==> src/sha_pkg.sv <==
// Package of the SHA-512 hash engine: word types, round constants, helpers.
// No dependencies.
package sha_pkg;

  typedef struct packed {
    logic [63:0] message_word;
    logic [3:0]  valid_bytes;
    logic        final_word;
  } in_word_t;

  typedef struct packed {
    logic [63:0] digest_word;
    logic [2:0]  word_number;
    logic        last_word;
  } out_word_t;

  // One schedule word for the back end; last marks the end of a message.
  typedef struct packed {
    logic [63:0] data;
    logic        last;
  } blk_word_t;

  localparam int unsigned QueueDepth = 4;

  localparam logic [7:0][63:0] InitHash = {
    64'h5be0cd19137e2179, 64'h1f83d9abfb41bd6b, 64'h9b05688c2b3e6c1f,
    64'h510e527fade682d1, 64'ha54ff53a5f1d36f1, 64'h3c6ef372fe94f82b,
    64'hbb67ae8584caa73b, 64'h6a09e667f3bcc908};

  function automatic logic [63:0] round_k(input logic [6:0] t);
    logic [63:0] k;
    case (t)
      7'd0: k = 64'h428a2f98d728ae22;  7'd1: k = 64'h7137449123ef65cd;
      7'd2: k = 64'hb5c0fbcfec4d3b2f;  7'd3: k = 64'he9b5dba58189dbbc;
      7'd4: k = 64'h3956c25bf348b538;  7'd5: k = 64'h59f111f1b605d019;
      7'd6: k = 64'h923f82a4af194f9b;  7'd7: k = 64'hab1c5ed5da6d8118;
      7'd8: k = 64'hd807aa98a3030242;  7'd9: k = 64'h12835b0145706fbe;
      7'd10: k = 64'h243185be4ee4b28c; 7'd11: k = 64'h550c7dc3d5ffb4e2;
      7'd12: k = 64'h72be5d74f27b896f; 7'd13: k = 64'h80deb1fe3b1696b1;
      7'd14: k = 64'h9bdc06a725c71235; 7'd15: k = 64'hc19bf174cf692694;
      7'd16: k = 64'he49b69c19ef14ad2; 7'd17: k = 64'hefbe4786384f25e3;
      7'd18: k = 64'h0fc19dc68b8cd5b5; 7'd19: k = 64'h240ca1cc77ac9c65;
      7'd20: k = 64'h2de92c6f592b0275; 7'd21: k = 64'h4a7484aa6ea6e483;
      7'd22: k = 64'h5cb0a9dcbd41fbd4; 7'd23: k = 64'h76f988da831153b5;
      7'd24: k = 64'h983e5152ee66dfab; 7'd25: k = 64'ha831c66d2db43210;
      7'd26: k = 64'hb00327c898fb213f; 7'd27: k = 64'hbf597fc7beef0ee4;
      7'd28: k = 64'hc6e00bf33da88fc2; 7'd29: k = 64'hd5a79147930aa725;
      7'd30: k = 64'h06ca6351e003826f; 7'd31: k = 64'h142929670a0e6e70;
      7'd32: k = 64'h27b70a8546d22ffc; 7'd33: k = 64'h2e1b21385c26c926;
      7'd34: k = 64'h4d2c6dfc5ac42aed; 7'd35: k = 64'h53380d139d95b3df;
      7'd36: k = 64'h650a73548baf63de; 7'd37: k = 64'h766a0abb3c77b2a8;
      7'd38: k = 64'h81c2c92e47edaee6; 7'd39: k = 64'h92722c851482353b;
      7'd40: k = 64'ha2bfe8a14cf10364; 7'd41: k = 64'ha81a664bbc423001;
      7'd42: k = 64'hc24b8b70d0f89791; 7'd43: k = 64'hc76c51a30654be30;
      7'd44: k = 64'hd192e819d6ef5218; 7'd45: k = 64'hd69906245565a910;
      7'd46: k = 64'hf40e35855771202a; 7'd47: k = 64'h106aa07032bbd1b8;
      7'd48: k = 64'h19a4c116b8d2d0c8; 7'd49: k = 64'h1e376c085141ab53;
      7'd50: k = 64'h2748774cdf8eeb99; 7'd51: k = 64'h34b0bcb5e19b48a8;
      7'd52: k = 64'h391c0cb3c5c95a63; 7'd53: k = 64'h4ed8aa4ae3418acb;
      7'd54: k = 64'h5b9cca4f7763e373; 7'd55: k = 64'h682e6ff3d6b2b8a3;
      7'd56: k = 64'h748f82ee5defb2fc; 7'd57: k = 64'h78a5636f43172f60;
      7'd58: k = 64'h84c87814a1f0ab72; 7'd59: k = 64'h8cc702081a6439ec;
      7'd60: k = 64'h90befffa23631e28; 7'd61: k = 64'ha4506cebde82bde9;
      7'd62: k = 64'hbef9a3f7b2c67915; 7'd63: k = 64'hc67178f2e372532b;
      7'd64: k = 64'hca273eceea26619c; 7'd65: k = 64'hd186b8c721c0c207;
      7'd66: k = 64'heada7dd6cde0eb1e; 7'd67: k = 64'hf57d4f7fee6ed178;
      7'd68: k = 64'h06f067aa72176fba; 7'd69: k = 64'h0a637dc5a2c898a6;
      7'd70: k = 64'h113f9804bef90dae; 7'd71: k = 64'h1b710b35131c471b;
      7'd72: k = 64'h28db77f523047d84; 7'd73: k = 64'h32caab7b40c72493;
      7'd74: k = 64'h3c9ebe0a15c9bebc; 7'd75: k = 64'h431d67c49c100d4c;
      7'd76: k = 64'h4cc5d4becb3e42b6; 7'd77: k = 64'h597f299cfc657e2a;
      7'd78: k = 64'h5fcb6fab3ad6faec; 7'd79: k = 64'h6c44198c4a475817;
      default: k = '0;
    endcase
    return k;
  endfunction

  function automatic logic [63:0] rotr(input logic [63:0] x, input int unsigned n);
    return (x >> n) | (x << (64 - n));
  endfunction

endpackage

==> src/sha_front.sv <==
// Front end: counts length, pads the message and emits schedule words.
// Depends on sha_pkg.
module sha_front import sha_pkg::*; (
  input  logic      clk_i,
  input  logic      rst_ni,
  input  logic      in_valid_i,
  output logic      in_stall_o,
  input  in_word_t  in_word_i,
  output logic      blk_valid_o,
  input  logic      blk_stall_i,
  output blk_word_t blk_word_o
);

  typedef enum logic [1:0] {FrIdle, FrMark, FrZero, FrLen} fr_state_e;

  fr_state_e   state_q;
  logic [3:0]  pos_q;
  logic [63:0] bits_q;
  logic [3:0]  nb;
  logic [63:0] keep;
  logic [63:0] padded;
  logic        adv;

  assign nb = (in_word_i.valid_bytes > 4'd8) ? 4'd8 : in_word_i.valid_bytes;
  assign keep = (nb == 4'd0) ? 64'd0 : ~(64'hffff_ffff_ffff_ffff >> {nb, 3'b000});
  assign padded = (in_word_i.message_word & keep) | (64'h80 << (7'd56 - {nb, 3'b000}));

  assign in_stall_o = (state_q != FrIdle) || blk_stall_i;
  assign adv = blk_valid_o && !blk_stall_i;

  always_comb begin
    blk_valid_o = 1'b1;
    blk_word_o = '{data: 64'd0, last: 1'b0};
    case (state_q)
      FrIdle: begin
        blk_valid_o = in_valid_i;
        if (!in_word_i.final_word || nb == 4'd8) begin
          blk_word_o.data = in_word_i.message_word;
        end else begin
          blk_word_o.data = padded;
        end
      end
      FrMark: blk_word_o.data = 64'h8000_0000_0000_0000;
      FrZero: blk_word_o.data = 64'd0;
      FrLen: begin
        blk_word_o.data = bits_q;
        blk_word_o.last = 1'b1;
      end
      default: blk_valid_o = 1'b0;
    endcase
  end

  // The upper length word is always a zero at slot 14, so every padding run
  // passes through FrZero before the length goes out at slot 15.
  always_ff @(posedge clk_i or negedge rst_ni) begin
    if (!rst_ni) begin
      state_q <= FrIdle;
      pos_q <= '0;
      bits_q <= '0;
    end else if (adv) begin
      pos_q <= pos_q + 4'd1;
      case (state_q)
        FrIdle: begin
          if (!in_word_i.final_word) begin
            bits_q <= bits_q + 64'd64;
          end else begin
            bits_q <= bits_q + {57'd0, nb, 3'b000};
            if (nb == 4'd8) state_q <= FrMark;
            else state_q <= FrZero;
          end
        end
        FrMark: state_q <= FrZero;
        FrZero: if (pos_q == 4'd14) state_q <= FrLen;
        FrLen: begin
          state_q <= FrIdle;
          bits_q <= '0;
        end
        default: state_q <= FrIdle;
      endcase
    end
  end

endmodule

==> config.mk <==
export PLATFORM = sky130hd
export DESIGN_NAME = sha_front
export DESIGN_NICKNAME = d
export VERILOG_FILES = /design/src/sha_pkg.sv /design/src/sha_front.sv
export SDC_FILE = /design/constraint.sdc
export NUM_CORES = 1
export LEC_CHECK = 0
export ABC_AREA = 1
export BUFFER_PORTS_ARGS = -buffer_cell sky130_fd_sc_hd__buf_4
export CAP_MARGIN = 20
export CORE_MARGIN = 4
export CORE_UTILIZATION = 35
export DETAILED_ROUTE_END_ITERATION = 8
export GPL_TIMING_DRIVEN = 0
export HOLD_SLACK_MARGIN = 0.02
export PLACE_DENSITY_LB_ADDON = 0.05
export SLEW_MARGIN = 20
export SYNTH_ARGS = -nofsm -noshare
export SYNTH_HDL_FRONTEND = slang
export SYNTH_SLANG_ARGS = --single-unit
export TNS_END_PERCENT = 100
==> constraint.sdc <==
create_clock -name clk_i -period 3.05 [get_ports clk_i]
set_input_delay 0.61 -clock clk_i [delete_from_list [all_inputs] [get_ports clk_i]]
set_output_delay 0.61 -clock clk_i [all_outputs]
set_load 0.05 [all_outputs]
* Word level (Yosys, flattened, before mapping)
Cells that the tools add are included.
Word-level totals: register bits after elaboration 70, input port bits 73, output and inout port bits 67, word-level logic and storage cells 43
Operators by class: $add $sub $neg 4, $lt $le $gt $ge 1, equality and inequality tests 7, shifts and indexed selects 2, multiplexer cells 12, bitwise gates (word level) 3, reductions and logical operators 11
Operator list (count):
- $pmux 64 s4 | 1
- $mux 64 | 3
- $pmux 64 s2 | 1
- $add 64x7->64 | 1
- $add 64x7->64 const B | 1
- $and 64x64->64 | 1
- $not 64->64 | 1
- $or 64x64->64 | 1
- $shl 8x7->64 const A | 1
- $shr 64x7->64 const A | 1
- $eq 4x4->1 const B | 2
- $pmux 2 s4 | 1
- $sub 6x7->7 const A | 1
- $mux 2 | 3
- $add 4x1->4 const B | 1
- $eq 2x2->1 const B | 2
- $gt 4x4->1 const B | 1
- $logic_not 4->1 | 1
- $mux 4 | 1
- $ne 2x2->1 const B | 2
- $reduce_bool 2->1 | 2
- $reduce_and 3->1 | 1
- $eq 2x1->1 const B | 1
- $logic_not 1->1 | 2
- 5 further kinds | 7

* Longest topological paths before layout
Gate-level depths: netlist (run 1).
depth in word-level cells 9, gate-level depth with buffers 15, mapped depth without buffers 15

* Worst setup path before layout (run 1)
OpenSTA, ideal clock, no wires.
path type input-to-output, start input port in_word_i[0] in the netlist's numbering, end output port blk_word_o[56] in the netlist's numbering, arrival 2.460 ns, required time 2.440 ns, slack -0.020 ns, stages 8, buffers on the path 1, cells stage by stage buf_6 inv_4 nor2_8 inv_2 nor2_4 nand2_2 nor2_4 o32ai_1
RTL lines:
- start: declaration | RTL line sha_front.sv:8 | input in_word_t in_word_i,
- end: declaration | RTL line sha_front.sv:11 | output blk_word_t blk_word_o

==> results of run 1 <==
-- registers in the layout, indices dropped and copies added, names as in the netlist --
register  count
pos_q         4
state_q       2
bits_q       61
-- power groups by stage --
stage               sequential (W)  clock, W  combinational, W
floorplan                  0.00138         0           0.00251
global placement           0.00147         0           0.00371
finish                     0.00147   0.00104           0.00376
detailed placement         0.00148         0           0.00373
CTS                        0.00147   0.00105           0.00375
global route               0.00151   0.00109           0.00402
-- worst min-delay path by stage --
stage	endpoint	slack [ns]	cells past startpoint
2_1_floorplan	bits_q[10]	0.31	0
4_1_cts	bits_q[4]	0.43	1
5_1_grt	bits_q[4]	0.48	1
6_report	bits_q[4]	0.38	1
3_3_place_gp	pos_q[3]	0.47	1
3_5_place_dp	pos_q[3]	0.47	1
-- routing by layer --
layer  routed length [um]  up-vias  share of wire (%)  GRT usage (%)
met2                11900      294                 44           42.2
met1                12000     3248                 45           38.8
met3                 2340       46                8.7           5.03
met5                    0        -                  0              0
li1                     -     3444                  -              -
met4                  735        0                2.7           9.63
-- metrics by stage --
stage / worst slack (ns) / setup TNS (ns) / hold slack, ns
2_1_floorplan: 0.0240 / 0 / 0.314
3_3_place_gp: -0.0513 / -0.420 / 0.474
3_5_place_dp: -0.0726 / -0.445 / 0.472
4_1_cts: 0.0483 / 0 / 0.428
5_1_grt: 0.0127 / 0 / 0.483
6_report: 0.109 / 0 / 0.375
-- worst max-delay path, stage by stage, from the launching register on --
cell and delay, ns:
dfrtp_1 0.41, inv_1 0.10, ha_1 0.24, inv_1 0.09, nand2_1 0.19, clkbuf_2 0.37, o22ai_1 0.33, buf_4 0.25
-- Yosys cell counts (7+ instances only) --
master	instances	area, um2
a21oi_1	32	160
buf_2	8	40.0
clkbuf_1	10	37.5
dfrtp_1	67	1680
ha_1	12	150
inv_1	108	405
inv_2	8	30.0
nand2_1	257	965
nand2_2	20	125
nand3_1	83	415
nand4_1	22	138
nor2_1	153	574
nor2_2	10	62.6
nor2_4	12	135
nor3_1	16	80.1
o21ai_0	71	355
o21ai_1	7	35.0
o22ai_1	11	68.8
-- cell families after synthesis --
logic type | count (synthesis)
DFF | 67
and+or+nand+nor | 596
xor gates and xnor gates | 4
adders and majority gates | 13
buffers and inverters | 144
AOI/OAI and AO/OA | 146
-- layout make-up --
type | instances | area, um2 | share of cell area [%]
Inverter | 118 | 445 | 5.84
Sequential cell | 67 | 1680 | 22.0
Timing Repair Buffer | 138 | 1040 | 13.6
Buffer | 26 | 149 | 1.95
Clock buffer | 12 | 256 | 3.36
Tap cell | 220 | 275 | 3.61
Multi-Input combinational cell | 759 | 3770 | 49.4
Clock inverter | 4 | 25.0 | 0.328
==> impl_metrics.csv, run 1 <==
group,metric,value,unit
yosys,synth-seq-area-share,27.9,%
final_layout,layout_common_cells,"nand2_1, nor2_1, buf_4",
clocking,cts.clk_slew.worst_paths,0.07,ns
die,die_h,139,um
final_layout,drive_above_1_share,22.2,%
power,power.internal,0.00278,W
final_layout,final_nets,1205,
worst_setup_path,startpoint,"state_q[0]",
die,rows,47,
timing,clock_skew,0.00778,ns
timing,tightestPinTransition,0.929,ns
power,power,0.00628,W
detailed_routing,drt-wirelength-per-cell,20.1,um
place,placed_area,7330,um2
yosys,syn-cell-area,6010,um2
yosys,synth-xor-area-share,0.583,%
worst_setup_path,path_class,"reg -> out",
detailed_routing,drtPass1Iterations,5,
yosys,synth_compound_area_share,14.2,%
yosys,synth_cells,970,
detailed_routing,ant_nets,0,
timing,finalCriticalPeriod,2.94,ns
yosys,avgSynthCellArea,6.20,um2
hold_path,hold_path_class,"in -> async",
timing,slew_headroom,38.0,%
die,dieArea,19300,um2
global_routing,grt_pass1_vias,6656,
detailed_routing,drc_errors,0,
timing,fin_crit_sh,96.4,%
clocking,cts_hold_buf,0,
power,p_sw_share,55.7,%
worst_setup_path,reg2reg_slack,0.69,ns
detailed_routing,routed-via-count,7032,
yosys,synth_seq_cells,67,
die,ios,140,
clocking,cts.sinks,67,
global_routing,grt_max_degree,68,
final_layout,antenna_cells,0,
yosys,synthAdderAreaFrac,2.83,%
yosys,synth_top_family_by_area,"simple AND/OR/NAND/NOR gates",
clocking,cts-htree-levels,3,
status,status,"completed",
clocking,clk-insertion-delay-late,0.35,ns
final_layout,final_common_cell,"nand2_1",
yosys,yosys_warnings,0,
clocking,ctsResizeCount,8,
worst_setup_path,path_max_fanout,10,
final_layout,fill_cells,1895,
detailed_routing,routed_wl,27000,um
worst_setup_path,worstSetupStartpointType,"flip-flop",
power,power_density,823,nW/um2
clocking,tritoncts,"done",
detailed_routing,via_per_inst,5.23,
final_layout,instances_no_fill,1344,
worst_setup_path,crit_arrival,2.33,ns
yosys,muxShareOfSynthArea,0,%
yosys,synth_edf_count,0,
timing,fmax,340,MHz
place,dp.cells,1328,
final_layout,fin_util,45.7,%
yosys,synth.distinct_cells,52,
clocking,clockBufferDepth,2,
place,dpl.hpwl,21500,um
die,initial_utilization,36.0,%
power,p_leak,3.58,nW
detailed_routing,drtIter0Drc,482,
worst_setup_path,crit_path_end,"blk_word_o[32]",
final_layout,syn2layout_area_growth,26.9,%
clocking,cts-root-buf,"clkbuf_16",
power,power_frac_seq,23.5,%
yosys,synthSimpleGateAreaFrac,44.9,%
final_layout,final_cell_area,7630,um2
flow_run,maxCapViolCount,0,
yosys,synth_nets,1056,
timing,final-hold-violation-count,0,
place,numPortBuffers,138,
clocking,cts-buffers-inserted,9,
timing,finalSetupViolations,0,
global_routing,grt.total_usage,27.5,%
worst_setup_path,worstPathRequired,2.44,ns
global_routing,grt_pass1_wl,40100,um
die,core_area,16700,um2
global_routing,grt-ovfl-total,0,
global_routing,antenna_found_initial,0,
power,comb_power_share,59.9,%
yosys,synth_ff_type,"dfrtp_1",
worst_setup_path,crit_path_end_kind,"primary output",
clocking,post_cts_buffers,0,
timing,slew_violations,0,
power,clkPwrFrac,16.6,%
timing,rsz0062_at_grt,"no",
worst_setup_path,r2r_cells,12,
worst_setup_path,timing.rr.start,"bits_q[3]",
power,peakVddDrop,0.000632,V
power,net-switching-power,0.00350,W
yosys,async_flop_share,100,%
place,place.gp.congestion,0.995,
worst_setup_path,r2r_end,"bits_q[45]",
die,fp.dieW,139,um
No activity file was read; power rests on OpenSTA's default activity.
==> inputs of run 2 (changes only) <==
--- a/config.mk
+++ b/config.mk
@@ -14,6 +14,7 @@
 export GPL_TIMING_DRIVEN = 0
 export HOLD_SLACK_MARGIN = 0.02
 export PLACE_DENSITY_LB_ADDON = 0.05
+export SETUP_SLACK_MARGIN = 0.15
 export SLEW_MARGIN = 20
 export SYNTH_ARGS = -nofsm -noshare
 export SYNTH_HDL_FRONTEND = slang
==> impl_metrics.csv, run 2 (synthesized netlist as in run 1, its figures left out) <==
group,metric,value,unit
final_layout,reg_top3,"bits_q x61, pos_q x4, state_q x2",
final_layout,drive_above_1_share,22.5,%
detailed_routing,drt-wirelength-per-cell,19.9,um
clocking,cts.clk_slew.worst_paths,0.06,ns
clocking,tritoncts,"done",
timing,fin_tns_setup,0,ns
place,pre_cts_ws,-0.197,ns
flow_run,maxCapViolCount,0,
final_layout,fin_util,46.2,%
die,die_h,139,um
detailed_routing,ant_nets,0,
timing,finalCriticalPeriod,2.82,ns
die,dieArea,19300,um2
clocking,cts.sinks,67,
worst_setup_path,cp_cell_sequence,"buf_6 -> inv_4 -> nor2_8 -> nand2_1 -> o21ai_2 -> o22ai_1 -> buf_4",
worst_setup_path,crit_arrival,2.21,ns
detailed_routing,routed-via-count,7052,
clocking,clockBufferDepth,2,
timing,rsz0062_at_grt,"no",
worst_setup_path,path_class,"in -> out",
clocking,cts-htree-levels,3,
timing,slew_violations,0,
global_routing,grt_pass1_vias,6511,
final_layout,final_nets,1207,
die,initial_utilization,36.0,%
timing,tightestPinTransition,0.960,ns
power,p_leak,3.62,nW
place,place.gp.congestion,0.999,
worst_setup_path,path_max_fanout,10,
global_routing,grt-ovfl-total,0,
detailed_routing,drtPass1Iterations,5,
worst_setup_path,max_stage_delay,0.57,ns
detailed_routing,via_per_inst,5.24,
global_routing,antenna_found_initial,0,
die,core_area,16700,um2
detailed_routing,drtIter0Drc,562,
hold_path,hold_path_class,"in -> async",
global_routing,grt_pass1_wl,39900,um
die,ios,140,
die,fp.dieW,139,um
worst_setup_path,path_buf_inv,3,
final_layout,final_common_cell,"nand2_1",
timing,final-hold-violation-count,0,
final_layout,fill_cells,1877,
timing,fin_crit_sh,92.5,%
detailed_routing,drc_errors,0,
status,status,"completed",
clocking,cts_hold_buf,0,
worst_setup_path,crit_path_end_kind,"primary output",
timing,finalWorstSetupSlack,0.229,ns
die,rows,47,
final_layout,largest_register_ffs,61,
final_layout,syn2layout_area_growth,28.3,%
timing,slew_headroom,36.0,%
worst_setup_path,worstPathRequired,2.44,ns
place,dpl.hpwl,21300,um
clocking,clk-insertion-delay-late,0.35,ns
power,peakVddDrop,0.000469,V
clocking,cts-root-buf,"clkbuf_16",
detailed_routing,routed_wl,26800,um
place,numPortBuffers,138,
timing,hold_ws,0.395,ns
clocking,cts-buffers-inserted,9,
timing,fmax,355,MHz
final_layout,layout_common_cells,"nand2_1, nor2_1, buf_4",
timing,finalSetupViolations,0,
final_layout,largest_register,"bits_q",
final_layout,antenna_cells,0,
worst_setup_path,cp_top_family,"compound AO/OA/AOI/OAI gates",
worst_setup_path,slowest_stage,"o21ai_2",
power,power_density,835,nW/um2
timing,clock_skew,0.00470,ns
global_routing,grt_max_degree,68,
global_routing,grt.total_usage,27.2,%
worst_setup_path,worstSetupStartpointType,"input port",
==> run 2: layout make-up <==
| type | instances | area, um2 | share of cell area, % |
|---|---|---|---|
| Sequential cell | 67 | 1680 | 21.7 |
| Tap cell | 220 | 275 | 3.57 |
| Inverter | 118 | 445 | 5.77 |
| Multi-Input combinational cell | 759 | 3770 | 48.8 |
| Buffer | 26 | 159 | 2.06 |
| Clock inverter | 6 | 88.8 | 1.15 |
| Timing Repair Buffer | 140 | 1060 | 13.8 |
| Clock buffer | 10 | 239 | 3.10 |
==> run 2: through the flow <==
stage	area, um2	instances	total power, W
after floorplan	6020	970	0.00390
after global placement	7330	1328	0.00520
after detailed placement	7330	1328	0.00522
after CTS	7680	1344	0.00645
after global routing	7710	1346	0.00679
final	7710	1346	0.00644
==> run 2: worst register-to-register path, stage by stage, from the launching register on <==
cell and delay, ns:
dfrtp_1 0.39, inv_1 0.10, ha_1 0.27, a21oi_2 0.22
nand2_1 0.19, a21oi_1 0.26, nand2_1 0.17, inv_1 0.18
nand2_1 0.14, nor2_1 0.16, nand2_1 0.06, nand2_1 0.06
nor2_1 0.04
==> run 2: report_power, final <==
group          total [W]  internal, W  switching, W
clock            0.00119     0.000739      0.000454
combinational    0.00378      0.00104       0.00274
sequential       0.00147      0.00116      0.000307
==> run 2: worst paths after layout <==
kind                              start        endpoint  slack, ns  depth (start not counted)
max                        in_word_i[0]  blk_word_o[31]       0.23                          7
min reg2reg                    pos_q[3]        pos_q[3]       0.48                          1
max in group asynchronous        rst_ni      bits_q[36]       2.00                          1
min in group clk_i             pos_q[3]        pos_q[3]       0.48                          1
max reg2reg                  state_q[0]      bits_q[42]       0.70                         12
min                              rst_ni       bits_q[4]       0.39                          1
==> run 2: what timing repair did <==
| item | in CTS | in global routing |
|---|---|---|
| pin swaps | 0 | 1 |
| resized for setup | 15 | 7 |
| hold endpoints to repair | 0 | 0 |
| setup endpoints to repair | 59 | 34 |
| setup buffers | 0 | 2 |
==> run 2: layer usage <==
metal	vias to the layer above	GRT usage, %	share of wire, %
met5	-	0	0
met4	0	9.89	3.6
met3	45	5.48	7.6
met2	280	41.0	43
met1	3266	38.6	46
li1	3461	-	-
