[config.mk]
export PLATFORM = sky130hd
export DESIGN_NAME = sha_queue
export DESIGN_NICKNAME = d
export VERILOG_FILES = /design/src/sha_pkg.sv /design/src/sha_queue.sv
export SDC_FILE = /design/constraint.sdc
export NUM_CORES = 1
export LEC_CHECK = 0
export ABC_AREA = 1
export BUFFER_PORTS_ARGS = -buffer_cell sky130_fd_sc_hd__buf_2
export CAP_MARGIN = 20
export CORE_ASPECT_RATIO = 0.7
export CORE_MARGIN = 3
export CORE_UTILIZATION = 60
export DETAILED_ROUTE_END_ITERATION = 10
export PLACE_DENSITY_LB_ADDON = 0.08
export REMOVE_ABC_BUFFERS = 1
export SLEW_MARGIN = 25
export SYNTH_ARGS = -nofsm -noshare
export SYNTH_HDL_FRONTEND = slang
export SYNTH_SLANG_ARGS = --single-unit
[constraint.sdc]
create_clock -name clk_i -period 11.6 [get_ports clk_i]
set_input_delay 0.58 -clock clk_i [delete_from_list [all_inputs] [get_ports clk_i]]
set_output_delay 0.58 -clock clk_i [all_outputs]
set_load 0.05 [all_outputs]
[src/sha_pkg.sv]
// Package of the SHA-512 hash engine: word types, round constants, helpers.
// No dependencies.
package sha_pkg;

  typedef struct packed {
    logic [63:0] message_word;
    logic [3:0]  valid_bytes;
    logic        final_word;
  } in_word_t;

  typedef struct packed {
    logic [63:0] digest_word;
    logic [2:0]  word_number;
    logic        last_word;
  } out_word_t;

  // One schedule word for the back end; last marks the end of a message.
  typedef struct packed {
    logic [63:0] data;
    logic        last;
  } blk_word_t;

  localparam int unsigned QueueDepth = 4;

  localparam logic [7:0][63:0] InitHash = {
    64'h5be0cd19137e2179, 64'h1f83d9abfb41bd6b, 64'h9b05688c2b3e6c1f,
    64'h510e527fade682d1, 64'ha54ff53a5f1d36f1, 64'h3c6ef372fe94f82b,
    64'hbb67ae8584caa73b, 64'h6a09e667f3bcc908};

  function automatic logic [63:0] round_k(input logic [6:0] t);
    logic [63:0] k;
    case (t)
      7'd0: k = 64'h428a2f98d728ae22;  7'd1: k = 64'h7137449123ef65cd;
      7'd2: k = 64'hb5c0fbcfec4d3b2f;  7'd3: k = 64'he9b5dba58189dbbc;
      7'd4: k = 64'h3956c25bf348b538;  7'd5: k = 64'h59f111f1b605d019;
      7'd6: k = 64'h923f82a4af194f9b;  7'd7: k = 64'hab1c5ed5da6d8118;
      7'd8: k = 64'hd807aa98a3030242;  7'd9: k = 64'h12835b0145706fbe;
      7'd10: k = 64'h243185be4ee4b28c; 7'd11: k = 64'h550c7dc3d5ffb4e2;
      7'd12: k = 64'h72be5d74f27b896f; 7'd13: k = 64'h80deb1fe3b1696b1;
      7'd14: k = 64'h9bdc06a725c71235; 7'd15: k = 64'hc19bf174cf692694;
      7'd16: k = 64'he49b69c19ef14ad2; 7'd17: k = 64'hefbe4786384f25e3;
      7'd18: k = 64'h0fc19dc68b8cd5b5; 7'd19: k = 64'h240ca1cc77ac9c65;
      7'd20: k = 64'h2de92c6f592b0275; 7'd21: k = 64'h4a7484aa6ea6e483;
      7'd22: k = 64'h5cb0a9dcbd41fbd4; 7'd23: k = 64'h76f988da831153b5;
      7'd24: k = 64'h983e5152ee66dfab; 7'd25: k = 64'ha831c66d2db43210;
      7'd26: k = 64'hb00327c898fb213f; 7'd27: k = 64'hbf597fc7beef0ee4;
      7'd28: k = 64'hc6e00bf33da88fc2; 7'd29: k = 64'hd5a79147930aa725;
      7'd30: k = 64'h06ca6351e003826f; 7'd31: k = 64'h142929670a0e6e70;
      7'd32: k = 64'h27b70a8546d22ffc; 7'd33: k = 64'h2e1b21385c26c926;
      7'd34: k = 64'h4d2c6dfc5ac42aed; 7'd35: k = 64'h53380d139d95b3df;
      7'd36: k = 64'h650a73548baf63de; 7'd37: k = 64'h766a0abb3c77b2a8;
      7'd38: k = 64'h81c2c92e47edaee6; 7'd39: k = 64'h92722c851482353b;
      7'd40: k = 64'ha2bfe8a14cf10364; 7'd41: k = 64'ha81a664bbc423001;
      7'd42: k = 64'hc24b8b70d0f89791; 7'd43: k = 64'hc76c51a30654be30;
      7'd44: k = 64'hd192e819d6ef5218; 7'd45: k = 64'hd69906245565a910;
      7'd46: k = 64'hf40e35855771202a; 7'd47: k = 64'h106aa07032bbd1b8;
      7'd48: k = 64'h19a4c116b8d2d0c8; 7'd49: k = 64'h1e376c085141ab53;
      7'd50: k = 64'h2748774cdf8eeb99; 7'd51: k = 64'h34b0bcb5e19b48a8;
      7'd52: k = 64'h391c0cb3c5c95a63; 7'd53: k = 64'h4ed8aa4ae3418acb;
      7'd54: k = 64'h5b9cca4f7763e373; 7'd55: k = 64'h682e6ff3d6b2b8a3;
      7'd56: k = 64'h748f82ee5defb2fc; 7'd57: k = 64'h78a5636f43172f60;
      7'd58: k = 64'h84c87814a1f0ab72; 7'd59: k = 64'h8cc702081a6439ec;
      7'd60: k = 64'h90befffa23631e28; 7'd61: k = 64'ha4506cebde82bde9;
      7'd62: k = 64'hbef9a3f7b2c67915; 7'd63: k = 64'hc67178f2e372532b;
      7'd64: k = 64'hca273eceea26619c; 7'd65: k = 64'hd186b8c721c0c207;
      7'd66: k = 64'heada7dd6cde0eb1e; 7'd67: k = 64'hf57d4f7fee6ed178;
      7'd68: k = 64'h06f067aa72176fba; 7'd69: k = 64'h0a637dc5a2c898a6;
      7'd70: k = 64'h113f9804bef90dae; 7'd71: k = 64'h1b710b35131c471b;
      7'd72: k = 64'h28db77f523047d84; 7'd73: k = 64'h32caab7b40c72493;
      7'd74: k = 64'h3c9ebe0a15c9bebc; 7'd75: k = 64'h431d67c49c100d4c;
      7'd76: k = 64'h4cc5d4becb3e42b6; 7'd77: k = 64'h597f299cfc657e2a;
      7'd78: k = 64'h5fcb6fab3ad6faec; 7'd79: k = 64'h6c44198c4a475817;
      default: k = '0;
    endcase
    return k;
  endfunction

  function automatic logic [63:0] rotr(input logic [63:0] x, input int unsigned n);
    return (x >> n) | (x << (64 - n));
  endfunction

endpackage

[src/sha_queue.sv]
// Short queue between the front end and the compression back end.
// Depends on sha_pkg.
module sha_queue import sha_pkg::*; (
  input  logic      clk_i,
  input  logic      rst_ni,
  input  logic      wr_valid_i,
  output logic      wr_stall_o,
  input  blk_word_t wr_word_i,
  output logic      rd_valid_o,
  input  logic      rd_stall_i,
  output blk_word_t rd_word_o
);

  localparam int unsigned Aw = $clog2(QueueDepth);

  blk_word_t            mem_q [QueueDepth];
  logic [Aw-1:0]        wp_q, rp_q;
  logic [Aw:0]          cnt_q;
  logic                 wr, rd;

  assign wr_stall_o = (cnt_q == (Aw+1)'(QueueDepth));
  assign rd_valid_o = (cnt_q != '0);
  assign rd_word_o = mem_q[rp_q];
  assign wr = wr_valid_i && !wr_stall_o;
  assign rd = rd_valid_o && !rd_stall_i;

  always_ff @(posedge clk_i) begin
    if (wr) mem_q[wp_q] <= wr_word_i;
  end

  always_ff @(posedge clk_i or negedge rst_ni) begin
    if (!rst_ni) begin
      wp_q <= '0;
      rp_q <= '0;
      cnt_q <= '0;
    end else begin
      if (wr) wp_q <= wp_q + Aw'(1);
      if (rd) rp_q <= rp_q + Aw'(1);
      cnt_q <= cnt_q + (Aw+1)'(wr) - (Aw+1)'(rd);
    end
  end

endmodule

Yosys cells after proc, flatten, opt, wreduce, memory -nomap -nowiden --
Memory sizes are Yosys's and may differ from the RTL's. Index checks and enable logic that the tools add are counted.
Storage, ports and cells: bits in latches 0, RAM bits 260, input bits 69, output and inout bits 67, ROM bits 0, memories kept 1, register bits after elaboration 7
Cells by class: equality and inequality tests 1, $add $sub $neg 4, multiply operators 0, magnitude comparators 0, multiplexer cells 2, div/mod/pow operators 0, reduce and logical (&&, ||, !) cells 5, shift-type cells 0, bitwise operators 0
Memories:
- mem_q | words 4, bits a word 65, read ports 1, clocked after memory_dff 0, wr ports 1, line sha_queue.sv:16 | blk_word_t mem_q [QueueDepth];
Operators by type and width (count):
- $add 2x1->2 const B | 2
- $add 3x1->3 | 1
- $eq 3x3->1 const B | 1
- $reduce_bool 3->1 | 1
- $sub 3x1->3 | 1
- $logic_and 1x1->1 | 2
- $logic_not 1->1 | 2
- $mux 1 | 2

Depth between registers and ports, before layout --
Gate-level depths: netlist of the first run.
depth in word-level cells 5, mapped depth 12, gate-level depth less buffers 12

Worst setup path before layout of the first run --
OpenSTA, ideal clock, no wires.
path kind input to register, start in wr_valid_i, end mem mem_q[0][0] (netlist name), enable pin, library setup time 0.489 ns, arrival time 3.447 ns, path buffers 0, stages 2, data required time 11.111 ns, setup slack 7.665 ns, cell sequence nand2_1 nor2_1
Between the ends: word-level cells in the longest chain between the ends 3
RTL lines:
- start: declaration | line sha_queue.sv:6 | input logic wr_valid_i,
- $logic_and 1x1->1 | line sha_queue.sv:24 | assign wr = wr_valid_i && !wr_stall_o;
- $mux 1 | line sha_queue.sv:28 | if (wr) mem_q[wp_q] <= wr_word_i;
- $mux 1 (implied by the code) | line sha_queue.sv:28
- end: declaration | line sha_queue.sv:16
No other way between the ends.

==> results of run 1 <==
-- per-stage QoR --
stage	hold slack, ps	cells	instance area (um^2)	util [%]	setup slack [ps]
finish	280	1258	12200	70.6	7820
global route	271	1258	12200	70.6	7560
CTS	263	1255	12100	70.4	7840
detailed placement	421	1213	11400	66.2	8380
global placement	422	1213	11400	66.2	8430
floorplan	284	840	10400	-	6210
-- kinds of logic (layout without fill, tap and decap cells) --
logic type / Yosys count / count (layout)
DFF: 267 / 267
AOI/OAI and AO/OA: 130 / 130
adders and majority gates: 7 / 7
and+or+nand+nor: 354 / 354
other: 0 / 1
buffers and inverters: 125 / 268
-- critical path, cell delays in order, from the launching register on --
cell	delay, ps
dfrtp_4	1040
buf_4	810
nand2_1	120
o21ai_0	140
nand2_1	90
nand2_1	110
buf_2	260
-- cell type report --
class | instances | area (um^2) | share of cell area (%)
clock buffer | 33 | 656 | 5.38
inverter | 82 | 310 | 2.54
tap | 231 | 289 | 2.37
clock inverter | 8 | 57.6 | 0.472
antenna | 1 | 2.50 | 0.0205
multi-input combinational | 491 | 2110 | 17.3
timing repair buffer | 145 | 781 | 6.40
sequential | 267 | 7990 | 65.5
-- synth_stat cells --
| library cell | count | area (um^2) |
|---|---|---|
| clkbuf_1 | 18 | 67.6 |
| nand3_1 | 5 | 25.0 |
| o21ai_0 | 119 | 596 |
| dfrtp_1 | 7 | 175 |
| ha_1 | 6 | 75.1 |
| buf_2 | 4 | 20.0 |
| nand2_1 | 213 | 800 |
| inv_2 | 2 | 7.51 |
| edfxtp_1 | 260 | 7810 |
| nor2_1 | 136 | 510 |
| buf_4 | 4 | 30.0 |
| inv_1 | 80 | 300 |
| buf_6 | 15 | 169 |
| o21ai_1 | 11 | 55.1 |
| fa_1 | 1 | 20.0 |
| clkbuf_2 | 2 | 10.0 |
-- routing by layer --
layer	up-vias	routed length, um
met5	-	19
met4	4	352
met3	30	1210
met2	146	8730
met1	2907	8560
li1	3212	-
-- cell usage in the layout (no fill, tap or decap) --
| cell | netlist | layout |
|---|---|---|
| buf_8 | 0 | 1 |
| clkinv_1 | 0 | 6 |
| clkbuf_16 | 0 | 25 |
| nor2_1 | 136 | 132 |
| o21ai_0 | 119 | 119 |
| buf_4 | 4 | 7 |
| o21ai_1 | 11 | 11 |
| inv_2 | 2 | 1 |
| nand3_1 | 5 | 5 |
| clkinv_2 | 0 | 1 |
| fa_1 | 1 | 1 |
| dfrtp_4 | 0 | 1 |
| nor2_4 | 0 | 4 |
| buf_2 | 4 | 135 |
| diode_2 | 0 | 1 |
| bufinv_16 | 0 | 1 |
| dfrtp_1 | 7 | 6 |
| dlygate4sd3_1 | 0 | 1 |
| buf_16 | 0 | 1 |
| clkbuf_1 | 18 | 8 |
| inv_4 | 0 | 1 |
| edfxtp_1 | 260 | 260 |
| ha_1 | 6 | 6 |
| nand2_1 | 213 | 213 |
| inv_1 | 80 | 80 |
-- sequential cells by signal (all words and copies together) (netlist names) --
register	flops
mem_q	260
cnt_q	3
rp_q	2
wp_q	2
-- path summary, 6_finish.rpt --
path / endpoint / start / slack, ps
max: rd_word_o[39] / rp_q[0] / 7820
min: mem_q[1][38] / wr_word_i[38] / 280
max reg2reg: mem_q[1][6] / cnt_q[1] / 8850
min reg2reg: wp_q[0] / wp_q[0] / 540
max in group asynchronous: rp_q[0] / rst_ni / 10990
min in group asynchronous: cnt_q[2] / rst_ni / 430
==> results.ini, run 1 <==
[floorplan]
io_pins=136
rows=40
die_h_um=118
dieArea_mm2=0.0194
start_util_pct=61.8
die_x_um=165
core_area_mm2=0.0173

[worst_hold_path]
hold_depth=1
min_path_type=in -> reg

[grt]
antenna_found_initial=3
grt_start_max_net_pins=100
first_global_vias=5653
grt_overflow=0
grt.busiest_layer=met2
grtUsageMet2_pct=30.5
track_usage_pct=19.1
grt_pass1_wl_um=29100
grtUsageMet3_pct=4.50
use_met1_pct=27.2

[clock_network]
clock-sinks=267
cts_made_buffers=24
tritoncts=yes
clock_latency_ps=510
cts_buffer_depth=3
cts_resized=0
clock-root-buffer=clkbuf_16
cts-hold-fix-buffers=1
h-tree-depth=1
post_cts_buffers=0
path_clk_slew_ps=60

[synth]
postSynthCellCount=883
synth-simple-area-share_pct=12.5
synth_cell_types=16
synth-xor-area-share_pct=0
synthMuxAreaShare_pct=0
netlist_area_mm2=0.0107
synth_top_family_by_area=simple AND/OR/NAND/NOR gates
synth.avg_cell_area_um2=12.1
synth_fa_ha_area_share_pct=0.891
ys_warn_count=0
synth_compound_area_share_pct=6.10
ys_ff_latch=267
seq_area_frac_synth_pct=74.8

[sta]
fmax_mhz=264
rsz0062_at_grt=no
finClkSkew_ps=11.4
relSlewSlack_pct=36.3
fin_setup_tns_ps=0
finalHoldViolCount=0
setup_violations=0
period_share_pct=32.6
maxSlewViolCount=0
period_needed_ps=3780
worstMarginPinSlew_ps=954

[detailed_routing]
drcViolationCount=0
drt_iter0_drc=458
drtPass1Iterations=5
drt_wl_total_um=18900
drt-vias-per-instance=5.01
ant_nets=0
vias=6299
wl_per_cell_um=15.0

[placed_design]
port_buffers=135
dpl.hpwl_um=10400
globalplace.congestion=0.718

[final_layout]
fillers=1184
fin_nets=1087
drive_gt1_share_pct=17.3
areaGrowthSynthToFinish_pct=14.3

[critical_path]
critPathLaunchType=register
required_ps=11020
crit_path_end_kind=output pin
worstPathArrival_ps=3200
critical_path.max_fanout=99
worstSetupPathType=reg -> out
reg2regPathDepth=5

[job]
drv_cap=0

[run_status]
status=complete, no violations

Power of run 1 is not shown: default switching activity piles up to over one toggle a cycle in this logic, so the estimate is an artifact.
==> run 2, diff against run 1 <==
CORE_UTILIZATION = 52   (was 60)
clock period = 3.05 ns   (was 11.6 ns; I/O delays follow)
==> run 2 against run 1 <==
Compared with the run above:
- register-to-register slack worse by 8100 ps
- sequential share of layout area is 4.3 points lower
- die area is 15% higher
- worst setup slack worse by 7500 ps
- critical path depth stayed put
- highest routed layer is now met4
==> results.ini, run 2 (same netlist as run 1, synthesis figures left out) <==
[final_layout]
final_cell_area_mm2=0.0130  ; +7.0%
drive_gt1_share_pct=16.7  ; -0.70 points
reg_top3=mem_q (260), cnt_q (3)
final_common_cell=edfxtp_1
fin_nets=1158  ; +6.5%
final_util_pct=65.4  ; -5.2 points
final_cell_mix=edfxtp_1 (260), nand2_1 (213), buf_2 (135)
largest_reg_flops=260  ; unchanged
fillers=1507  ; +27%
antennaDiodeCount=0  ; -1
areaGrowthSynthToFinish_pct=22.3
largest_register=mem_q
instances_no_fill=1369  ; +8.8%

[sta]
maxSlewViolCount=0  ; unchanged
worstMarginPinSlew_ps=623  ; -331 ps
rsz0062_at_grt=no
finClkSkew_ps=7.82  ; -3.61 ps
setup_violations=0  ; unchanged
relSlewSlack_pct=58.4  ; +22 points
period_share_pct=88.1
period_needed_ps=2690
finalHoldViolCount=0  ; unchanged
fmax_mhz=372

[power_and_ir_drop]
power_w=0.0140
ir_drop_mv=0.713
power-per-cell-area_mw_per_mm2=1070
p_leak_nw=5.26

[floorplan]
dieArea_mm2=0.0223  ; +15%
die_x_um=177  ; +7.1%
die_h_um=126  ; +7.0%
rows=43  ; +7.5%
start_util_pct=53.4  ; -8.3 points
core_area_mm2=0.0200  ; +16%
io_pins=136  ; unchanged

[clock_network]
cts-hold-fix-buffers=69  ; +68
path_clk_slew_ps=60  ; about the same
clock-sinks=267  ; unchanged
cts_made_buffers=25  ; +4.2%
clock_latency_ps=500  ; about the same
post_cts_buffers=0  ; unchanged
tritoncts=yes
clock-root-buffer=clkbuf_16
h-tree-depth=1  ; unchanged
cts_buffer_depth=3  ; unchanged
cts_resized=0  ; unchanged

[grt]
first_global_vias=6187  ; +9.4%
grt_pass1_wl_um=32300  ; +11%
grt_overflow=0  ; unchanged
antenna_found_initial=0  ; -3
track_usage_pct=18.2  ; -0.92 points
grt_start_max_net_pins=94  ; -6.0%

[detailed_routing]
drcViolationCount=0  ; unchanged
wl_per_cell_um=14.8  ; -1.6%
drt-vias-per-instance=4.81  ; -3.9%
drtPass1Iterations=4  ; -1
ant_nets=0  ; unchanged
drt_wl_total_um=20200  ; +7.1%
drt_iter0_drc=448  ; -2.2%
vias=6590  ; +4.6%

[placed_design]
port_buffers=135  ; unchanged
dpl.hpwl_um=10700  ; +2.7%
globalplace.congestion=0.715  ; -0.36%
place_area_mm2=0.0116  ; +1.6%
placed_cells=1256  ; +3.5%

[critical_path]
crit_path_end_kind=output pin
worstPathArrival_ps=2540  ; -660 ps
critical_path.max_fanout=57  ; -42%
critPathLaunchType=register
worstSetupPathType=reg -> out
startpoint=rp_q[0]
r2r-start=cnt_q[1]
required_ps=2900  ; -8120 ps

[worst_hold_path]
min_path_type=in -> reg
hp-start=wr_word_i[58]

[run_status]
status=complete, no violations

[job]
drv_cap=0  ; unchanged

## run 2: cell count changes in the layout (fill, tap and decap cells not counted), sizes merged
cell,previous run,this run
bufinv,1,2
clkbuf,33,29
clkinv,7,13
buf,144,146
diode,1,0
dlygate4sd3,1,69
## run 2: layout make-up
class,count,area [um^2],share of cell area (%)
Clock buffer,29,641,4.91
Clock inverter,15,113,0.863
Inverter,82,310,2.38
Multi-Input combinational cell,491,2110,16.2
Sequential cell,267,7990,61.2
Tap cell,270,338,2.59
Timing Repair Buffer,215,1550,11.9
## run 2: critical path, stage by stage, from the launching register on
cell	delay [ps]
dfrtp_4	740
buf_4	560
nor2_1	120
nor2_1	120
o21ai_0	100
nand2_1	100
buf_2	270
## run 2: per-stage QoR
| stage | setup TNS [ps] | worst slack [ps] | hold WS (ps) |
|---|---|---|---|
| 2_1_floorplan | -355410 | -1910 | -143 |
| 3_3_place_gp | 0 | 867 | -1.00 |
| 3_5_place_dp | 0 | 792 | -3.43 |
| 4_1_cts | 0 | 334 | 374 |
| 5_1_grt | 0 | 143 | 384 |
| 6_report | 0 | 362 | 398 |
## run 2: power by group
group | switching [W] | total [W] | internal [W] | leakage (nW)
sequential | 0.000243 | 0.00507 | 0.00482 | 2.46
combinational | 0.00469 | 0.00608 | 0.00139 | 2.43
clock | 0.00122 | 0.00287 | 0.00166 | 0.368
## run 2: metal layers
layer	track usage, %	wire length (um)	vias to the layer above
met4	3.32	291	0
li1	-	-	3357
met5	0	0	-
met1	25.7	9500	3070
met3	3.32	997	28
met2	30.2	9430	135
## run 2: path summary, 6_finish.rpt
check,cells after the start,to,slack [ps]
min,2,mem_q[0][58],400
max reg2reg,10,cnt_q[2],790
min in group asynchronous,3,wp_q[1],610
max in group asynchronous,3,rp_q[0],2160
min reg2reg,1,cnt_q[0],530
max,6,rd_word_o[48],360
No activity file was read; power rests on OpenSTA's default activity.
==> run 3, diff against run 2 <==
RECOVER_POWER = 25   (was default)
==> run 3 against run 2 <==
Compared with the run above:
- maximum frequency hardly changed
- sequential cell count stayed put
- clock-buffer cell count stayed put
- critical path depth stayed put
- register-to-register slack hardly changed
- cell count stayed put
- sequential share of layout area is 0.25 points higher
- first-iteration DRC count is 7.8% lower
==> results.ini, run 3 (same netlist as run 1, synthesis figures left out) <==
[final_layout]
fin_nets=1158  ; unchanged
reg_top3=mem_q (260), cnt_q (3)
drive_gt1_share_pct=12.7  ; -3.9 points
antennaDiodeCount=0  ; unchanged
fillers=1536  ; +1.9%
final_cell_mix=edfxtp_1 (260), nand2_1 (213), nor2_1 (132)
largest_register=mem_q
areaGrowthSynthToFinish_pct=21.8
largest_reg_flops=260  ; unchanged
final_common_cell=edfxtp_1

[floorplan]
core_area_mm2=0.0200  ; unchanged
start_util_pct=53.4  ; unchanged
io_pins=136  ; unchanged
rows=43  ; unchanged
die_x_um=177  ; unchanged
dieArea_mm2=0.0223  ; unchanged
die_h_um=126  ; unchanged

[job]
drv_cap=0  ; unchanged

[power_and_ir_drop]
clock_power_share_pct=20.5  ; about the same
switching_power_w=0.00614  ; about the same
ir_drop_mv=0.714  ; about the same
power-per-cell-area_mw_per_mm2=1080  ; +0.33%
p_int_w=0.00787  ; -0.10%
power_w=0.0140  ; about the same
combPwrFrac_pct=43.3  ; about the same
swShare_pct=43.8  ; about the same
power_frac_seq_pct=36.2  ; about the same
p_leak_nw=5.14  ; -2.3%

[detailed_routing]
drt-vias-per-instance=4.81  ; about the same
ant_nets=0  ; unchanged
drt_iter0_drc=413  ; -7.8%
vias=6589  ; -0.015%
drt_wl_total_um=20100  ; -0.35%
wl_per_cell_um=14.7  ; -0.35%
drcViolationCount=0  ; unchanged
drtPass1Iterations=4  ; unchanged

[sta]
finClkSkew_ps=7.71  ; -0.112 ps
fmax_mhz=372  ; about the same
worstMarginPinSlew_ps=615  ; -8.41 ps
finalHoldViolCount=0  ; unchanged
maxSlewViolCount=0  ; unchanged
rsz0062_at_grt=no
whs_ps=402  ; +4.57 ps
period_share_pct=88.1  ; about the same
setup_violations=0  ; unchanged
period_needed_ps=2690  ; -0.564 ps
fin_setup_tns_ps=0  ; unchanged
final.setup.worst_slack_ps=362  ; +0.564 ps
relSlewSlack_pct=58.9  ; +0.56 points

[clock_network]
cts_resized=0  ; unchanged
cts_buffer_depth=3  ; unchanged
path_clk_slew_ps=60  ; about the same
cts_made_buffers=25  ; unchanged
clock_latency_ps=500  ; about the same
h-tree-depth=1  ; unchanged
clock-root-buffer=clkbuf_16
clock-sinks=267  ; unchanged
tritoncts=yes

[critical_path]
worstPathArrival_ps=2540  ; about the same
critical_path.max_fanout=57  ; unchanged
rrSetupSlack_ps=790  ; about the same
critPathLaunchType=register
crit_path_end_kind=output pin
worstSetupPathType=reg -> out
required_ps=2900  ; about the same

[placed_design]
dpl.hpwl_um=10700  ; unchanged
place_ws_ps=792  ; unchanged
globalplace.congestion=0.715  ; unchanged
port_buffers=135  ; unchanged

[worst_hold_path]
min_path_type=in -> reg

[grt]
grt_pass1_wl_um=32300  ; unchanged
grt_overflow=0  ; unchanged
track_usage_pct=18.2  ; unchanged
antenna_found_initial=0  ; unchanged
grt_start_max_net_pins=94  ; unchanged
first_global_vias=6187  ; unchanged

[run_status]
status=complete, no violations

run 3: cell types whose count changed in the layout (fill, tap and decap cells not counted):
| cell | before | now |
|---|---|---|
| buf_2 | 135 | 92 |
| clkbuf_1 | 4 | 47 |
run 3: what timing repair did:
item,4_1_cts,5_1_grt
setup buffers,0,0
hold endpoints to repair,271,0
hold buffers,69,0
run 3: path summary, 6_finish.rpt:
| check | startpoint | depth (start not counted) | end |
|---|---|---|---|
| hold reg to reg | cnt_q[0] | 1 | cnt_q[0] |
| setup reg to reg | cnt_q[1] | 10 | cnt_q[2] |
| hold / removal | wr_word_i[11] | 2 | mem_q[2][11] |
| min in group asynchronous | rst_ni | 3 | wp_q[1] |
| setup / recovery | rp_q[0] | 6 | rd_word_o[48] |
| max in group asynchronous | rst_ni | 3 | rp_q[0] |
run 3: per-layer routing:
| layer | share of wire (%) | GRT usage [%] | vias up | wire length [um] |
|---|---|---|---|---|
| met5 | 0 | 0 | - | 0 |
| met4 | 1.4 | 3.32 | 0 | 287 |
| met3 | 4.7 | 3.32 | 28 | 957 |
| met2 | 47 | 30.2 | 135 | 9480 |
| met1 | 47 | 25.7 | 3067 | 9430 |
| li1 | - | - | 3359 | - |
run 3: layout make-up:
type | count | area [um^2] | share of cell area (%)
inverter | 82 | 310 | 2.39
tap | 270 | 338 | 2.60
clock buffer | 29 | 641 | 4.93
sequential | 267 | 7990 | 61.5
timing repair buffer | 215 | 1500 | 11.5
multi-input combinational | 491 | 2110 | 16.2
clock inverter | 15 | 113 | 0.867
run 3: per-stage QoR:
stage / utilization [%] / std cells / area [um^2]
after floorplan: - / 840 / 10400
after global placement: 58.1 / 1256 / 11600
after detailed placement: 58.1 / 1256 / 11600
after CTS: 65.4 / 1369 / 13000
after global routing: 65.1 / 1369 / 13000
final: 65.1 / 1369 / 13000
run 3: worst max-delay path, stage by stage, from the launching register on:
cell     delay (ps)
dfrtp_4         740
buf_4           550
nor2_1          130
nor2_1          120
o21ai_0         100
nand2_1         100
buf_2           270
run 3: power by group through the flow:
stage	clock network, W	registers (W)	logic [W]
after floorplan	0	0.00532	0.00431
after global placement	0	0.00514	0.00603
after detailed placement	0	0.00515	0.00606
after CTS	0.00295	0.00507	0.00615
after global routing	0.00310	0.00514	0.00662
final	0.00287	0.00507	0.00607
